===== config.mk =====
export PLATFORM = sky130hd
export DESIGN_NAME = srec_record_parser_unit_flat
export DESIGN_NICKNAME = d
export VERILOG_FILES = /design/src/rtl/srec_pkg.sv /design/src/rtl/srec_if.sv /design/src/rtl/srec_front.sv /design/src/rtl/srec_token_queue.sv /design/src/rtl/srec_back.sv /design/src/rtl/srec_record_parser_unit.sv /design/src/flat_wrapper.sv
export SDC_FILE = /design/constraint.sdc
export NUM_CORES = 1
export LEC_CHECK = 0
export CORE_AREA = 2 2 158 160
export DETAILED_ROUTE_END_ITERATION = 10
export DIE_AREA = 0 0 160 162
export DONT_BUFFER_PORTS = 1
export GPL_TIMING_DRIVEN = 0
export PLACE_DENSITY = 0.8
export SLEW_MARGIN = 20
export SYNTH_ARGS = -nofsm -noshare
export SYNTH_HDL_FRONTEND = slang
export SYNTH_HIERARCHICAL = 1
export SYNTH_SLANG_ARGS = --single-unit

===== constraint.sdc =====
create_clock -name clk -period 27.6 [get_ports clk]
set_input_delay 1.38 -clock clk [delete_from_list [all_inputs] [get_ports clk]]
set_output_delay 1.38 -clock clk [all_outputs]
set_load 0.01 [all_outputs]

===== src/rtl/srec_pkg.sv =====
// Shared types, constants and helpers of the S-record parser.
// No dependencies; imported by every other file but srec_if and srec_checker.
package srec_pkg;

    localparam int          MAX_DATA_BYTES_DEF = 16;
    localparam int          QUEUE_DEPTH        = 4;
    localparam logic [7:0]  CHAR_S             = 8'h53;

    typedef enum logic [1:0] {
        PH_IDLE,
        PH_TYPE,
        PH_COUNT,
        PH_BODY
    } phase_t;

    typedef enum logic [2:0] {
        TK_START,
        TK_TYPE,
        TK_COUNT,
        TK_DATA,
        TK_CHECK
    } tok_kind_t;

    typedef struct packed {
        tok_kind_t  kind;
        logic [7:0] value;
    } token_t;

    // Hex digit value; anything that is not a hex digit gives zero.
    function automatic logic [3:0] nib_of(input logic [7:0] c);
        logic [3:0] n;
        n = 4'h0;
        if (c inside {[8'h30:8'h39]})
        begin
            n = c[3:0];
        end
        else if (c inside {[8'h41:8'h46], [8'h61:8'h66]})
        begin
            n = c[3:0] + 4'd9;
        end
        return n;
    endfunction

endpackage


===== src/rtl/srec_if.sv =====
// Channel interfaces of the S-record parser: characters in, records out.
// Depends on nothing; valid/ready handshake, one beat per accepted item.
interface srec_char_if;
    logic       valid;
    logic       ready;
    logic [7:0] char_in;

    modport source (output valid, output char_in, input ready);
    modport sink   (input valid, input char_in, output ready);
endinterface

interface srec_rec_if;
    logic        valid;
    logic        ready;
    logic [3:0]  record_type;
    logic [15:0] load_address;
    logic [7:0]  byte_count;
    logic        record_valid;
    logic [31:0] data_word0;
    logic [31:0] data_word1;
    logic [31:0] data_word2;
    logic [31:0] data_word3;

    modport source (output valid, output record_type, output load_address,
                    output byte_count, output record_valid, output data_word0,
                    output data_word1, output data_word2, output data_word3,
                    input ready);
    modport sink   (input valid, input record_type, input load_address,
                    input byte_count, input record_valid, input data_word0,
                    input data_word1, input data_word2, input data_word3,
                    output ready);
endinterface


===== src/rtl/srec_front.sv =====
// Front end: tracks the record framing and pairs hex nibbles into tokens.
// Depends on srec_pkg.
module srec_front
    import srec_pkg::*;
(
    input  logic       clk,
    input  logic       rst_n,
    input  logic       char_valid,
    output logic       char_ready,
    input  logic [7:0] char_in,
    output logic       push,
    output token_t     token,
    input  logic       queue_full
);

    phase_t     phase_reg, phase_next;
    logic       toggle_reg, toggle_next;
    logic [3:0] high_reg, high_next;
    logic [7:0] left_reg, left_next;
    logic       fire;
    logic [3:0] nib;
    logic [7:0] pair;

    assign char_ready = !queue_full;
    assign fire       = char_valid && !queue_full;
    assign nib        = nib_of(char_in);
    assign pair       = {high_reg, nib};

    always_comb
    begin
        phase_next  = phase_reg;
        toggle_next = toggle_reg;
        high_next   = high_reg;
        left_next   = left_reg;
        case (phase_reg)
            PH_IDLE:
            begin
                if (fire && char_in == CHAR_S)
                begin
                    phase_next  = PH_TYPE;
                    toggle_next = 1'b0;
                end
            end
            PH_TYPE:
            begin
                if (fire)
                begin
                    phase_next  = PH_COUNT;
                    toggle_next = 1'b0;
                end
            end
            PH_COUNT:
            begin
                if (fire)
                begin
                    if (!toggle_reg)
                    begin
                        high_next   = nib;
                        toggle_next = 1'b1;
                    end
                    else
                    begin
                        toggle_next = 1'b0;
                        left_next   = pair;
                        phase_next  = (pair == 8'd0) ? PH_IDLE : PH_BODY;
                    end
                end
            end
            PH_BODY:
            begin
                if (fire)
                begin
                    if (!toggle_reg)
                    begin
                        high_next   = nib;
                        toggle_next = 1'b1;
                    end
                    else
                    begin
                        toggle_next = 1'b0;
                        if (left_reg <= 8'd1)
                        begin
                            phase_next = PH_IDLE;
                        end
                        else
                        begin
                            left_next = left_reg - 8'd1;
                        end
                    end
                end
            end
            default:
            begin
                phase_next = PH_IDLE;
            end
        endcase
    end

    always_comb
    begin
        push        = 1'b0;
        token.kind  = TK_START;
        token.value = pair;
        case (phase_reg)
            PH_IDLE:
            begin
                push = fire && char_in == CHAR_S;
            end
            PH_TYPE:
            begin
                push        = fire;
                token.kind  = TK_TYPE;
                token.value = {4'h0, nib};
            end
            PH_COUNT:
            begin
                push       = fire && toggle_reg;
                token.kind = TK_COUNT;
            end
            PH_BODY:
            begin
                push       = fire && toggle_reg;
                token.kind = (left_reg <= 8'd1) ? TK_CHECK : TK_DATA;
            end
            default:
            begin
                push = 1'b0;
            end
        endcase
    end

    always_ff @(posedge clk or negedge rst_n)
    begin
        if (!rst_n)
        begin
            phase_reg  <= PH_IDLE;
            toggle_reg <= 1'b0;
            high_reg   <= 4'h0;
            left_reg   <= 8'd0;
        end
        else
        begin
            phase_reg  <= phase_next;
            toggle_reg <= toggle_next;
            high_reg   <= high_next;
            left_reg   <= left_next;
        end
    end

endmodule


===== src/rtl/srec_token_queue.sv =====
// Short token queue between front and back end.
// Depends on srec_pkg (token_t, QUEUE_DEPTH).
module srec_token_queue
    import srec_pkg::*;
(
    input  logic   clk,
    input  logic   rst_n,
    input  logic   push,
    input  token_t wr_token,
    output logic   full,
    input  logic   pop,
    output token_t rd_token,
    output logic   empty
);

    localparam int PTR_W = $clog2(QUEUE_DEPTH);

    token_t           slot_reg [QUEUE_DEPTH];
    logic [PTR_W-1:0] wr_ptr_reg, rd_ptr_reg;
    logic [PTR_W:0]   fill_reg, fill_next;

    assign full     = fill_reg == (PTR_W + 1)'(QUEUE_DEPTH);
    assign empty    = fill_reg == '0;
    assign rd_token = slot_reg[rd_ptr_reg];

    always_comb
    begin
        fill_next = fill_reg;
        if (push && !pop)
        begin
            fill_next = fill_reg + (PTR_W + 1)'(1);
        end
        else if (pop && !push)
        begin
            fill_next = fill_reg - (PTR_W + 1)'(1);
        end
    end

    always_ff @(posedge clk)
    begin
        if (push)
        begin
            slot_reg[wr_ptr_reg] <= wr_token;
        end
    end

    always_ff @(posedge clk or negedge rst_n)
    begin
        if (!rst_n)
        begin
            wr_ptr_reg <= '0;
            rd_ptr_reg <= '0;
            fill_reg   <= '0;
        end
        else
        begin
            if (push)
            begin
                wr_ptr_reg <= wr_ptr_reg + PTR_W'(1);
            end
            if (pop)
            begin
                rd_ptr_reg <= rd_ptr_reg + PTR_W'(1);
            end
            fill_reg <= fill_next;
        end
    end

endmodule


===== src/rtl/srec_back.sv =====
// Back end: executes tokens (checksum, address, data store) and holds the
// finished record in an output register. Depends on srec_pkg.
module srec_back
    import srec_pkg::*;
#(
    parameter int MAX_DATA_BYTES = MAX_DATA_BYTES_DEF
)
(
    input  logic        clk,
    input  logic        rst_n,
    input  token_t      head,
    input  logic        queue_empty,
    output logic        pop,
    output logic        rec_valid,
    input  logic        rec_ready,
    output logic [3:0]  record_type,
    output logic [15:0] load_address,
    output logic [7:0]  byte_count,
    output logic        record_valid,
    output logic [31:0] data_word0,
    output logic [31:0] data_word1,
    output logic [31:0] data_word2,
    output logic [31:0] data_word3
);

    localparam int         IDX_W = $clog2(MAX_DATA_BYTES);
    localparam logic [7:0] MAX_B = 8'(MAX_DATA_BYTES);

    logic [3:0]  type_reg, type_next;
    logic [7:0]  count_reg, count_next;
    logic [7:0]  sum_reg, sum_next;
    logic [15:0] addr_reg, addr_next;
    logic [7:0]  index_reg, index_next;
    logic [7:0]  store_reg [MAX_DATA_BYTES];
    logic [7:0]  store_next [MAX_DATA_BYTES];

    logic        out_valid_reg, out_valid_next;
    logic [3:0]  out_type_reg;
    logic [15:0] out_addr_reg;
    logic [7:0]  out_count_reg;
    logic        out_ok_reg;
    logic [3:0][31:0] words;
    logic [3:0][31:0] out_words_reg;

    logic        emits;
    logic        slot_free;
    logic        ok;
    logic [7:0]  data_pos;

    // Bytes past the store read as zero.
    for (genvar k = 0; k < 4; k++)
    begin : g_word
        for (genvar b = 0; b < 4; b++)
        begin : g_byte
            if (4 * k + b < MAX_DATA_BYTES)
            begin : g_held
                assign words[k][31-8*b -: 8] = store_reg[4*k+b];
            end
            else
            begin : g_zero
                assign words[k][31-8*b -: 8] = 8'h00;
            end
        end
    end

    assign emits     = head.kind == TK_CHECK || (head.kind == TK_COUNT && head.value == 8'd0);
    assign slot_free = !out_valid_reg || rec_ready;
    assign pop       = !queue_empty && (slot_free || !emits);
    assign ok        = head.kind == TK_CHECK && ~sum_reg == head.value;
    assign data_pos  = index_reg - 8'd2;

    always_comb
    begin
        type_next  = type_reg;
        count_next = count_reg;
        sum_next   = sum_reg;
        addr_next  = addr_reg;
        index_next = index_reg;
        store_next = store_reg;
        if (pop)
        begin
            case (head.kind)
                TK_START:
                begin
                    type_next  = 4'h0;
                    count_next = 8'd0;
                    sum_next   = 8'd0;
                    addr_next  = 16'd0;
                    index_next = 8'd0;
                    for (int i = 0; i < MAX_DATA_BYTES; i++)
                    begin
                        store_next[i] = 8'h00;
                    end
                end
                TK_TYPE:
                begin
                    type_next = head.value[3:0];
                end
                TK_COUNT:
                begin
                    count_next = head.value;
                    sum_next   = head.value;
                    index_next = 8'd0;
                end
                TK_DATA:
                begin
                    sum_next = sum_reg + head.value;
                    if (index_reg == 8'd0)
                    begin
                        addr_next[15:8] = head.value;
                    end
                    else if (index_reg == 8'd1)
                    begin
                        addr_next[7:0] = head.value;
                    end
                    else if (data_pos < MAX_B)
                    begin
                        store_next[data_pos[IDX_W-1:0]] = head.value;
                    end
                    if (index_reg != 8'hFF)
                    begin
                        index_next = index_reg + 8'd1;
                    end
                end
                default:
                begin
                    sum_next = sum_reg;
                end
            endcase
        end
    end

    always_comb
    begin
        out_valid_next = out_valid_reg;
        if (pop && emits)
        begin
            out_valid_next = 1'b1;
        end
        else if (rec_ready)
        begin
            out_valid_next = 1'b0;
        end
    end

    always_ff @(posedge clk or negedge rst_n)
    begin
        if (!rst_n)
        begin
            type_reg      <= 4'h0;
            count_reg     <= 8'd0;
            sum_reg       <= 8'd0;
            addr_reg      <= 16'd0;
            index_reg     <= 8'd0;
            out_valid_reg <= 1'b0;
            for (int i = 0; i < MAX_DATA_BYTES; i++)
            begin
                store_reg[i] <= 8'h00;
            end
        end
        else
        begin
            type_reg      <= type_next;
            count_reg     <= count_next;
            sum_reg       <= sum_next;
            addr_reg      <= addr_next;
            index_reg     <= index_next;
            out_valid_reg <= out_valid_next;
            store_reg     <= store_next;
        end
    end

    // Record payload: loaded only when a record completes.
    always_ff @(posedge clk)
    begin
        if (pop && emits)
        begin
            out_type_reg  <= type_reg;
            out_addr_reg  <= addr_reg;
            out_count_reg <= count_reg;
            out_ok_reg    <= ok;
            out_words_reg <= words;
            if (head.kind == TK_COUNT)
            begin
                out_count_reg <= head.value;
            end
        end
    end

    assign rec_valid    = out_valid_reg;
    assign record_type  = out_type_reg;
    assign load_address = out_addr_reg;
    assign byte_count   = out_count_reg;
    assign record_valid = out_ok_reg;
    assign data_word0   = out_words_reg[0];
    assign data_word1   = out_words_reg[1];
    assign data_word2   = out_words_reg[2];
    assign data_word3   = out_words_reg[3];

endmodule


===== src/rtl/srec_record_parser_unit.sv =====
// Channel   | Dir | Beat carries
// ----------+-----+---------------------------------------------------------
// chars     | in  | char_in: one ASCII character of S-record text
// records   | out | record_type, load_address, byte_count, record_valid,
//           |     | data_word0..data_word3: one parsed record
//
// Cycles: one character is taken every cycle unless the token queue is full.
// A record is loaded into the output register once its last token is popped.
// Reset: asynchronous, active low; all control state and the data store
// clear at once, not the queue slots or payload; no clearing pass follows.
// Stalls: while records is held off, the back end keeps working on tokens
// that make no record and the four-entry token queue absorbs the front end's
// output; chars.ready drops only once that queue is full.
//
// Depends on srec_pkg, srec_if, srec_front, srec_token_queue, srec_back.
module srec_record_parser_unit
    import srec_pkg::*;
#(
    parameter int MAX_DATA_BYTES = MAX_DATA_BYTES_DEF
)
(
    input  logic        clk,
    input  logic        rst_n,
    srec_char_if.sink   chars,
    srec_rec_if.source  records
);

    token_t front_token;
    token_t head_token;
    logic   push;
    logic   pop;
    logic   queue_full;
    logic   queue_empty;

    // Front end: frame the record, pair nibbles, classify each byte.
    srec_front u_front (
        .clk        (clk),
        .rst_n      (rst_n),
        .char_valid (chars.valid),
        .char_ready (chars.ready),
        .char_in    (chars.char_in),
        .push       (push),
        .token      (front_token),
        .queue_full (queue_full)
    );

    // Decouple the two halves so each can stall on its own.
    srec_token_queue u_queue (
        .clk      (clk),
        .rst_n    (rst_n),
        .push     (push),
        .wr_token (front_token),
        .full     (queue_full),
        .pop      (pop),
        .rd_token (head_token),
        .empty    (queue_empty)
    );

    // Back end: accumulate checksum, address and data; hold the result.
    srec_back #(
        .MAX_DATA_BYTES (MAX_DATA_BYTES)
    ) u_back (
        .clk          (clk),
        .rst_n        (rst_n),
        .head         (head_token),
        .queue_empty  (queue_empty),
        .pop          (pop),
        .rec_valid    (records.valid),
        .rec_ready    (records.ready),
        .record_type  (records.record_type),
        .load_address (records.load_address),
        .byte_count   (records.byte_count),
        .record_valid (records.record_valid),
        .data_word0   (records.data_word0),
        .data_word1   (records.data_word1),
        .data_word2   (records.data_word2),
        .data_word3   (records.data_word3)
    );

endmodule


===== src/flat_wrapper.sv =====
// flat-port wrapper written by rule: the top's interface ports become plain ports
module srec_record_parser_unit_flat import srec_pkg::*;
#(
    parameter int MAX_DATA_BYTES = MAX_DATA_BYTES_DEF
)
  (clk, rst_n, chars_valid, chars_char_in, chars_ready, records_valid, records_record_type, records_load_address, records_byte_count, records_record_valid, records_data_word0, records_data_word1, records_data_word2, records_data_word3, records_ready);
  srec_char_if chars_i ();
  srec_rec_if records_i ();
  input  logic clk;
  input  logic rst_n;
  input wire logic [$bits(chars_i.valid)-1:0] chars_valid;
  input wire logic [$bits(chars_i.char_in)-1:0] chars_char_in;
  output wire logic [$bits(chars_i.ready)-1:0] chars_ready;
  output wire logic [$bits(records_i.valid)-1:0] records_valid;
  output wire logic [$bits(records_i.record_type)-1:0] records_record_type;
  output wire logic [$bits(records_i.load_address)-1:0] records_load_address;
  output wire logic [$bits(records_i.byte_count)-1:0] records_byte_count;
  output wire logic [$bits(records_i.record_valid)-1:0] records_record_valid;
  output wire logic [$bits(records_i.data_word0)-1:0] records_data_word0;
  output wire logic [$bits(records_i.data_word1)-1:0] records_data_word1;
  output wire logic [$bits(records_i.data_word2)-1:0] records_data_word2;
  output wire logic [$bits(records_i.data_word3)-1:0] records_data_word3;
  input wire logic [$bits(records_i.ready)-1:0] records_ready;
  assign chars_i.valid = chars_valid;
  assign chars_i.char_in = chars_char_in;
  assign chars_ready = chars_i.ready;
  assign records_valid = records_i.valid;
  assign records_record_type = records_i.record_type;
  assign records_load_address = records_i.load_address;
  assign records_byte_count = records_i.byte_count;
  assign records_record_valid = records_i.record_valid;
  assign records_data_word0 = records_i.data_word0;
  assign records_data_word1 = records_i.data_word1;
  assign records_data_word2 = records_i.data_word2;
  assign records_data_word3 = records_i.data_word3;
  assign records_i.ready = records_ready;
  srec_record_parser_unit #(.MAX_DATA_BYTES(MAX_DATA_BYTES)) u_core (.clk(clk), .rst_n(rst_n), .chars(chars_i), .records(records_i));
endmodule

Yosys cells after proc, flatten, opt, wreduce, memory -nomap -nowiden

Memories as Yosys holds them, arrays and structs flattened.
Cells that the tools add are included.
W data, S select, Z words.

Add/subtract/negate cells: 9
Order comparisons: 10
Eq/ne operators: 27
Muxes and demuxes: 49
Bitwise operators: 3
Reduce and logical (&&, ||, !) cells: 50

Operators with widths:

| kind                  | number |
|---|---|
| $mux W128             | 3 |
| $pmux W128 S2         | 1 |
| $bwmux W128           | 1 |
| $mux W8               | 12 |
| $pmux W8 S2           | 3 |
| $demux W8 S4          | 1 |
| $pmux W16 S2          | 1 |
| $ne A2 B2 Y1 const B  | 14 |
| $logic_not A8 Y1      | 3 |
| $pmux W8 S3           | 1 |
| $ge A8 B7 Y1 const B  | 2 |
| $le A8 B7 Y1 const B  | 2 |
| $mux W2               | 8 |
| $reduce_bool A2 Y1    | 8 |
| $logic_and A1 B1 Y1   | 13 |
| $reduce_and A3 Y1     | 4 |
| $mux W3               | 3 |
| $pmux W3 S3           | 1 |
| $add A8 B1 Y8 const B | 1 |
| $add A8 B8 Y8         | 1 |
| $eq A8 B1 Y1 const B  | 1 |
| $eq A8 B7 Y1 const B  | 1 |
| $eq A8 B8 Y1          | 1 |
| $ge A8 B6 Y1 const B  | 1 |
| 37 further kinds      | 61 |

Bits in registers: 352
RAM bits: 44
Output and inout port bits: 159
Memories kept: 1

Memory list:

| memory                  | depth | width | rd ports | clocked after memory_dff | wr ports | line                   | text |
|---|---|---|---|---|---|---|---|
| u_core.u_queue.slot_reg | 4     | 11    | 1        | 0                        | 1        | srec_token_queue.sv:18 | `token_t slot_reg [QUEUE_DEPTH];` |

Depth between registers and ports, before layout

Gate-level depths: netlist (run 1).

Depth in word-level cells: 11
Mapped depth: 14
Gate-level depth less buffers: 13

Modules after synthesis

The synthesis (run 1) kept the hierarchy.

By module, submodules not included:

| module           | instances | cells each | area each (µm²) | sequential area each (µm²) |
|---|---|---|---|---|
| srec_back        | 1         | 828        | 12321.8         | 9043.7 |
| srec_token_queue | 1         | 91         | 1986.9          | 1496.4 |
| srec_front       | 1         | 145        | 1174.9          | 375.4 |

Worst setup path after synthesis (run 1)

OpenSTA, ideal clock, no wires.

Path type: reg2reg
Start point: register u_core.u_queue.rd_ptr_reg[0]
End point: register u_core.u_back.out_count_reg[0] (netlist: u_core/u_back/byte_count[0]) (enable)
Setup time: 866 ps
Data arrival time: 12807 ps
Data required time: 26734 ps
Path slack: 13927 ps
Stages on the path, launching flop included: 7
Period minus slack after synthesis: 13673 ps
Cell sequence: dfrtp_1 buf_6 mux4_2 or4_4 nor4b_1 o21bai_1 nor3_1

RTL lines:

| what                   | line                   | text |
|---|---|---|
| from (decl)            | srec_token_queue.sv:19 | `logic [PTR_W-1:0] wr_ptr_reg, rd_ptr_reg;` |
| from (signal assigned) | srec_token_queue.sv:63 | `rd_ptr_reg <= rd_ptr_reg + PTR_W'(1);` |
| to (signal assigned)   | srec_back.sv:180       | `out_count_reg <= count_reg;` |
| to (signal assigned)   | srec_back.sv:185       | `out_count_reg <= head.value;` |
| to (decl)              | srec_back.sv:40        | `logic [7:0] out_count_reg;` |

==> results.cfg, run 1 <==
[layout]
drive_gt1_share_pct = 12.4
mostFrequentLayoutCell = edfxtp_1
diodes = 0
area_delta_synth_final_pct = 11.4
largest_reg_flops = 128
fin_area_sq_mm = 0.0172
layout.cells.non_filler = 1474
mostFrequentLayoutCells = edfxtp_1, dfrtp_1, inv_1
n_fill_cell = 1559
final_net_count = 1158

[logic_synthesis]
ys_seq_area_share_pct = 70.5
synthArstFlopShare_pct = 49.2
syn_inst = 1064
syn_area_per_cell_sq_um = 14.6
ys_warn_count = 6
synth_top_flop_cell = edfxtp_1
synthesis.area_sq_mm = 0.0155
synth.net_count = 1101
synth_cell_types = 73
synth.ff_latch_count = 396
yosysTopAreaCell = edfxtp_1
synth-edff-count = 201
synth_top_area_share_pct = 39.0
synth_area_leaders = edfxtp_1, dfrtp_1, o2bb2ai_1, o22ai_1, inv_1

[timing]
tightest_slew_ns = 0.883
post-route-period-util_pct = 16.2
hold_viol = 0
fmax_ghz = 0.223
rsz0062_at_grt = false
period_needed_ns = 4.48
finalSetupTns_ns = 0
finClkSkew_ns = 0.0273
drv_slew = 0
setup_viol = 0
slew_headroom_pct = 40.7

[power_and_ir_drop]
power_density_mw_per_mm2 = 100
power_switching_uw = 567
leakagePower_uw = 0.00689
irDropWorstVdd_mv = 0.0563
pwr-share-clk_pct = 28.9
swShare_pct = 32.8
internal-power_uw = 1160
p_seq_share_pct = 45.6
pwr-share-comb_pct = 25.6

[setup_path]
path_max_fanout = 12
required_ns = 27.81
cp.arrival_ns = 4.69
r2r_slack_ns = 23.12
endpoint_kind = flip-flop
critPathKind = reg -> reg
r2r_cells = 10
rr_endpoint = u_core/u_back/data_word1[7]
rr_startpoint = u_core/u_queue/rd_ptr_reg[0]
cp-start-kind = flip-flop

[min_path]
min_from = u_core/u_back/store_reg[44]
hold_depth = 0
min_to = u_core/u_back/data_word2[12]
worstHoldPathType = reg -> reg

[route]
drc = 0
vias = 9441
wl_per_cell_um = 24.0
drt-total-wl_um = 35300
drt_iter0_drc = 975
via_per_inst = 6.41
detail_route.first_pass.iterations = 5
ant_nets = 0

[global_route]
antenna_found_initial = 0
grt_pass1_wl_um = 54900
grtUsageTotal_pct = 27.6
globalRouteOverflowTotal = 0
grt_max_degree = 196
grt_pass1_vias = 9595

[clock_tree]
clk_pin_slew_ns = 0.06
post_cts_resized = 0
clock_path_buffers = 3
htreeDepth = 2
clockRootBuffer = clkbuf_16
cts_tree = yes
post-cts-setup-buffer-count = 0
cts_buffers = 38
worstSkewPairLatency_ns = 0.53
cts.sinks = 396
postCtsHoldBufs = 0

[die]
die_h_um = 162
pin_count = 171
initial_utilization_pct = 64.2
core-area_sq_mm = 0.0241
die_x_um = 160
die_area_sq_mm = 0.0259
rows = 57

[placed_design]
dpl.hpwl_um = 22200
placed_area_sq_mm = 0.0160
port_buffers = 0
post-place-cells = 1405
place.gp.congestion = 0.934

[outcome]
status = completed

[job]
cap_violations = 0
==> power groups by stage <==
| stage | Clock, uW | Sequential [uW] | Combinational [uW] |
|---|---|---|---|
| finish | 499 | 788 | 442 |
| global route | 532 | 796 | 480 |
| CTS | 507 | 789 | 436 |
| detailed placement | 0 | 799 | 431 |
| global placement | 0 | 812 | 410 |
| floorplan | 0 | 791 | 322 |
==> per-stage QoR <==
stage               hold slack [ns]  utilization, %  power [uW]  worst slack [ns]
finish                        0.434            71.5        1730             23.12
global route                  0.438            71.5        1810             22.99
CTS                           0.432            71.5        1730             23.16
detailed placement            0.430            66.5        1230             23.19
global placement              0.427            65.9        1220              9.25
floorplan                     0.421               -        1110             13.93
==> routing by layer <==
metal	track usage (%)	part of all wire, %	wire length (um)	up-vias
met5	0	0	0	-
met4	11.1	3.0	1060	0
met3	4.70	6.5	2280	81
met2	47.1	51	18100	429
met1	36.0	39	13900	4834
li1	-	-	-	4097
==> worst max-delay path by stage <==
stage	end	depth (start not counted)	start	slack, ns
3_3_place_gp	u_core/u_back/data_word1[4]	6	u_core/u_queue/rd_ptr_reg[0]	9.25
5_1_grt	u_core/u_back/data_word1[8]	10	u_core/u_queue/rd_ptr_reg[0]	22.99
6_report	u_core/u_back/data_word1[7]	10	u_core/u_queue/rd_ptr_reg[0]	23.12
2_1_floorplan	u_core/u_back/byte_count[0]	6	u_core/u_queue/rd_ptr_reg[0]	13.93
4_1_cts	u_core/u_back/data_word1[12]	10	u_core/u_queue/rd_ptr_reg[0]	23.16
3_5_place_dp	u_core/u_back/data_word1[13]	10	u_core/u_queue/rd_ptr_reg[0]	23.19
==> cell type report <==
type / count / area [sq um] / share of cell area (%)
Sequential cell: 396 / 10900 / 63.3
Multi-Input combinational cell: 534 / 4030 / 23.4
Clock buffer: 53 / 1060 / 6.14
Tap cell: 324 / 405 / 2.35
Inverter: 87 / 327 / 1.89
Buffer: 47 / 219 / 1.27
Clock inverter: 16 / 150 / 0.871
Timing Repair Buffer: 17 / 135 / 0.784
==> Yosys cell counts, drive strengths merged, types with 4 or more instances <==
cell,number
nor2,50
a221oi,11
nor2b,6
dfrtp,195
and2,23
mux2,21
o21ai,29
a221o,9
or4,4
mux4,11
nor4,7
nor3b,4
nor3,10
nand2,62
clkbuf,25
buf,22
o2bb2ai,65
or3,4
ha,23
xnor2,9
inv,87
a21oi,21
nand3,18
xor2,7
a21o,6
nand2b,8
edfxtp,201
o22ai,67
a22o,7
==> worst max-delay path, stage by stage (launching register included) <==
cell      delay [ns]
dfrtp_1         0.46
buf_6           0.21
mux4_2          0.67
or4_1           0.65
nor4b_1         0.32
o21bai_1        0.17
nor3_2          0.64
buf_4           0.32
buf_4           0.23
buf_4           0.23
buf_4           0.24
==> cells by family after synthesis <==
logic type,count (synthesis),synth area share (%)
flops,396,70.5
fa+ha+maj,25,2.12
xor+xnor,16,0.905
compound gates,246,12.7
simple gates,214,6.98
buf+inv,134,3.52
mux,33,3.26
Power figures use the tool's default switching activity.
==> run 2: changes to the inputs <==
ABC_AREA = 1   (was default)
CORE_AREA = 2 2 165 167   (was 2 2 158 160)
DIE_AREA = 0 0 167 169   (was 0 0 160 162)
PLACE_DENSITY = 0.78   (was 0.8)
clock period = 4.3 ns   (was 27.6 ns; I/O delays follow)
==> run 2 against run 1 <==
Net effect: the run now ends with hold timing left; via count is 18% higher; highest routed layer unchanged; worst setup slack worse by 22 ns; combinational power grew to 11 times the previous value; fmax is 35% higher; clock skew is 0.014 ns lower; final area is 5.6% higher; area after synthesis is 5.7% higher; critical path type unchanged; sequential cell count stayed put; global-route usage is 1.6 points lower; register-to-register slack worse by 22 ns; largest power group unchanged.
==> results.cfg, run 2 <==
[timing]
drv_slew = 0
tightest_slew_ns = 0.893
slew_headroom_pct = 40.2
whs_ns = -0.597
post-route-period-util_pct = 77.0
rsz0062_at_grt = false
hold_viol = 195
fmax_ghz = 0.302
period_needed_ns = 3.31
finClkSkew_ns = 0.0131
setup_viol = 0

[global_route]
grtUsageTotal_pct = 26.0
antenna_found_initial = 0
grt_max_degree = 196
grt_pass1_vias = 10800
globalRouteOverflowTotal = 0
grt_pass1_wl_um = 58000

[setup_path]
cp-start-kind = flip-flop
path_max_fanout = 39
critPathKind = reg -> reg
endpoint_kind = flip-flop
required_ns = 4.57
cp.arrival_ns = 3.58

[logic_synthesis]
synthSimpleGateAreaFrac_pct = 21.6
synth_compound_area_share_pct = 4.15
synth_top_family_by_area = simple AND/OR/NAND/NOR gates
synth_fa_ha_area_share_pct = 2.00
ys_seq_area_share_pct = 66.7
synth_top_flop_cell = edfxtp_1
synthArstFlopShare_pct = 49.2
synth.ff_latch_count = 396
synth_mux_area_share_pct = 0
yosysTopAreaCell = edfxtp_1
synth_cell_types = 44
synth_area_leaders = edfxtp_1, dfrtp_1, nand2_1, nand4_1, inv_1
synth-xor-area-share_pct = 0.375
synthesis.area_sq_mm = 0.0164
synth-edff-count = 201
syn_inst = 1484
syn_area_per_cell_sq_um = 11.0
ys_warn_count = 6
synth_commonest_cells = nand2_1, edfxtp_1, dfrtp_1, nand4_1, inv_1
synth_most_common_cell = nand2_1
synth.net_count = 1521
synth_top_area_share_pct = 36.9

[placed_design]
port_buffers = 0
place.gp.congestion = 0.876
placed_area_sq_mm = 0.0169
dpl.hpwl_um = 24100

[route]
drc = 0
wl_per_cell_um = 19.2
detail_route.first_pass.iterations = 5
ant_nets = 0
via_per_inst = 5.84
drt_iter0_drc = 943
drt-total-wl_um = 36600
vias = 11100

[clock_tree]
cts.sinks = 396
cts_tree = yes
cts_buffers = 40
clockRootBuffer = clkbuf_16
post-cts-setup-buffer-count = 0
clk_pin_slew_ns = 0.07
htreeDepth = 2
clock_path_buffers = 3
post_cts_resized = 0
postCtsHoldBufs = 2
worstSkewPairLatency_ns = 0.53

[die]
initial_utilization_pct = 61.8
die_area_sq_mm = 0.0282
core-area_sq_mm = 0.0265
rows = 60
pin_count = 171
die_x_um = 167
die_h_um = 169

[layout]
final_net_count = 1570
drive_gt1_share_pct = 10.5
area_delta_synth_final_pct = 11.3
diodes = 0
n_fill_cell = 1874
largest_reg_flops = 128
mostFrequentLayoutCells = nand2_1, edfxtp_1, dfrtp_1
fin_util_pct = 68.7
fin_area_sq_mm = 0.0182
mostFrequentLayoutCell = nand2_1

[min_path]
worstHoldPathType = in -> async

[power_and_ir_drop]
irDropWorstVdd_mv = 0.519
power_density_mw_per_mm2 = 757
leakagePower_uw = 0.00829

[outcome]
status = finished with violations
violations = hold timing

[job]
cap_violations = 0
-- run 2: layer usage --
layer	GRT usage, %	vias up	share of wire [%]
met4	8.70	0	2.7
met3	5.05	73	7.8
met1	33.9	5405	39
li1	-	5166	-
met2	44.4	484	50
met5	0	-	0
-- run 2: final cells by class --
| cell class | instances | area (sq um) | area share [%] |
|---|---|---|---|
| timing repair buffer | 7 | 135 | 0.742 |
| sequential | 396 | 10900 | 59.9 |
| inverter | 115 | 443 | 2.43 |
| clock buffer | 54 | 1110 | 6.12 |
| buffer | 57 | 404 | 2.22 |
| clock inverter | 20 | 155 | 0.852 |
| multi-input combinational | 916 | 4620 | 25.3 |
| tap | 341 | 427 | 2.34 |
-- run 2: cell families (layout without fill, tap and decap cells) --
kind of cell	Yosys count	after routing
and+or+nand+nor	769	769
DFF	396	396
buffers and inverters	172	253
AOI/OAI and AO/OA	115	115
adders and majority gates	25	25
xor gates and xnor gates	7	7
-- run 2: per-stage QoR --
stage	instances	TNS (ns)	setup slack, ns	power, uW
3_5_place_dp	1830	0	1.03	10400
4_1_cts	1906	0	0.994	13800
5_1_grt	1906	0	0.778	14500
3_3_place_gp	1825	-192.81	-1.24	10200
6_report	1906	0	0.991	13800
2_1_floorplan	1484	-12.51	-0.0797	9010
-- run 2: critical path: stages, from the launching register on --
cell        delay, ns
dfrtp_1          0.38
buf_6            0.15
buf_6            0.14
o211ai_1         0.17
nand2_1          0.15
inv_2            0.12
nand2_2          0.09
nor2_4           0.24
nand2_1          0.09
nand2_1          0.09
nand2_1          0.07
nand2_2          0.10
inv_4            0.07
nand2_2          0.12
clkinvlp_4       0.47
buf_12           0.37
buf_12           0.21
-- run 2: path summary, 6_finish.rpt --
| path | from | end | slack [ns] | depth (start not counted) |
|---|---|---|---|---|
| setup / recovery | u_core/u_queue/rd_ptr_reg[0] | u_core/u_back/data_word2[2] | 0.99 | 16 |
| hold / removal | rst_n | u_core/u_queue/wr_ptr_reg[0] | -0.60 | 0 |
| setup reg to reg | u_core/u_queue/rd_ptr_reg[0] | u_core/u_back/data_word2[2] | 0.99 | 16 |
| hold reg to reg | u_core/u_back/store_reg[20] | u_core/u_back/data_word3[20] | 0.44 | 0 |
| max in group asynchronous | rst_n | u_core/u_back/count_reg[6] | 4.42 | 0 |
| min in group clk | chars_valid | u_core/u_front/toggle_reg | 0.03 | 5 |
-- run 2: power breakdown --
group / internal [uW] / switching, uW
combinational: 1340 / 3440
clock: 1940 / 1390
sequential: 5040 / 638
==> run 3: changes to the inputs <==
clock period = 3.4 ns   (was 4.3 ns; I/O delays follow)
==> run 3 against run 2 <==
Net effect: the run still ends with hold timing left; sequential cell count unchanged; global-route usage about the same; sequential power increased by 26%; worst hold slack got worse by 0.046 ns; worst setup slack got worse by 0.74 ns; largest power group unchanged.
==> results.cfg, run 3 (synthesized netlist as in run 2, its figures left out) <==
[timing]
setup_viol = 0
finClkSkew_ns = 0.0131
period_needed_ns = 3.15
whs_ns = -0.643
drv_slew = 0
hold_viol = 195
slew_headroom_pct = 39.9
post-route-period-util_pct = 92.7
fmax_ghz = 0.317
tightest_slew_ns = 0.898
rsz0062_at_grt = false
timing.final.ws_setup_ns = 0.248

[layout]
fin_area_sq_mm = 0.0183
diodes = 0
largest_reg_flops = 128
drive_gt1_share_pct = 10.9
final_net_count = 1578
mostFrequentLayoutCell = nand2_1
fin_util_pct = 69.0
area_delta_synth_final_pct = 11.7
mostFrequentLayoutCells = nand2_1, edfxtp_1, dfrtp_1

[job]
cap_violations = 0

[placed_design]
placed_area_sq_mm = 0.0169
port_buffers = 0
dpl.hpwl_um = 24100
place.gp.congestion = 0.876
place_ws_ns = 0.128

[power_and_ir_drop]
irDropWorstVdd_mv = 0.659
power_switching_uw = 6930
leakagePower_uw = 0.00833
p_seq_share_pct = 41.0
pwr-share-clk_pct = 24.1
power_density_mw_per_mm2 = 958
pwr-share-comb_pct = 34.9
internal-power_uw = 10600
swShare_pct = 39.6

[global_route]
grt_pass1_wl_um = 58100
gr-usage-met2_pct = 44.5
met3_usage_pct = 5.05
grt_pass1_vias = 10900
grt_use_met1_pct = 33.9
globalRouteOverflowTotal = 0
grt_max_degree = 196
antenna_found_initial = 0
busiest_layer = met2
grtUsageTotal_pct = 26.0

[setup_path]
cp_top_family = simple AND/OR/NAND/NOR gates
cp-start-kind = flip-flop
rr_endpoint = u_core/u_back/store_reg[27]
path_max_fanout = 10
crit_chain = inv_1 -> buf_2 -> o211ai_1 -> nand2_1 -> inv_2 -> nor3_2 -> inv_2 -> nor2_1 -> clkbuf_1 -> nand4_1 -> nand2_1
endpoint_kind = flip-flop
critPathKind = reg -> reg
required_ns = 3.85
cpPeakStageDelay_ns = 0.69
crit_slowest_cell = nor2_1
r2r_slack_ns = 0.25
r2r_cells = 11
rr_startpoint = u_core/u_queue/rd_ptr_reg[1]
critPathBufInv = 5
cp.arrival_ns = 3.60

[die]
die_area_sq_mm = 0.0282
die_h_um = 169
die_x_um = 167
rows = 60
pin_count = 171
core-area_sq_mm = 0.0265
initial_utilization_pct = 61.8

[route]
detail_route.first_pass.iterations = 5
via_per_inst = 5.87
wl_per_cell_um = 19.2
drt_iter0_drc = 964
vias = 11200
ant_nets = 0
drc = 0
drt-total-wl_um = 36800

[clock_tree]
worstSkewPairLatency_ns = 0.53
cts_tree = yes
clockRootBuffer = clkbuf_16
clock_path_buffers = 3
clk_pin_slew_ns = 0.07
post_cts_resized = 0
cts.sinks = 396
cts_buffers = 40
htreeDepth = 2
postCtsHoldBufs = 4

[outcome]
violations = hold timing
status = finished with violations

[min_path]
worstHoldPathType = in -> async
==> run 3: timing repair <==
action | 4_1_cts | 5_1_grt
setup buffers | 0 | 6
hold endpoints to repair | 206 | 195
setup endpoints to repair | 0 | 63
==> run 3: area by class of cell <==
cell class	count	area (sq um)
inverter	115	443
fill	1865	8230
sequential	396	10900
buffer	57	404
multi-input combinational	916	4620
tap	341	427
timing repair buffer	15	200
clock inverter	20	155
clock buffer	54	1110
==> run 3: how the worst max path moves through the flow <==
stage,start,to,cells after the start
after detailed placement,u_core/u_queue/rd_ptr_reg[0],u_core/u_back/data_word2[9],16
after global placement,u_core/u_queue/rd_ptr_reg[0],u_core/u_back/data_word2[14],14
after global routing,u_core/u_queue/rd_ptr_reg[1],u_core/u_back/store_reg[25],11
after floorplan,u_core/u_queue/rd_ptr_reg[0],u_core/u_back/byte_count[0],14
final,u_core/u_queue/rd_ptr_reg[1],u_core/u_back/store_reg[27],11
after CTS,u_core/u_queue/rd_ptr_reg[0],u_core/u_back/data_word3[8],16
==> run 3: per-layer routing <==
metal / up-vias / part of all wire [%]
li1: 5191 / -
met2: 502 / 50
met5: - / 0
met1: 5477 / 39
met3: 71 / 7.9
met4: 0 / 2.6
==> run 3: power by group through the flow <==
stage / sequential, uW / clock (uW) / combinational [uW]
3_3_place_gp: 7350 / 0 / 5560
5_1_grt: 7270 / 4480 / 6660
2_1_floorplan: 7130 / 0 / 4270
3_5_place_dp: 7280 / 0 / 5930
4_1_cts: 7200 / 4270 / 6000
6_report: 7180 / 4210 / 6120
==> run 3: per-stage QoR <==
stage	power [uW]	TNS (ns)	instances
floorplan	11400	-153.81	1484
global placement	12900	-334.11	1825
detailed placement	13200	0	1830
CTS	17500	0	1908
global route	18400	0	1914
finish	17500	0	1914
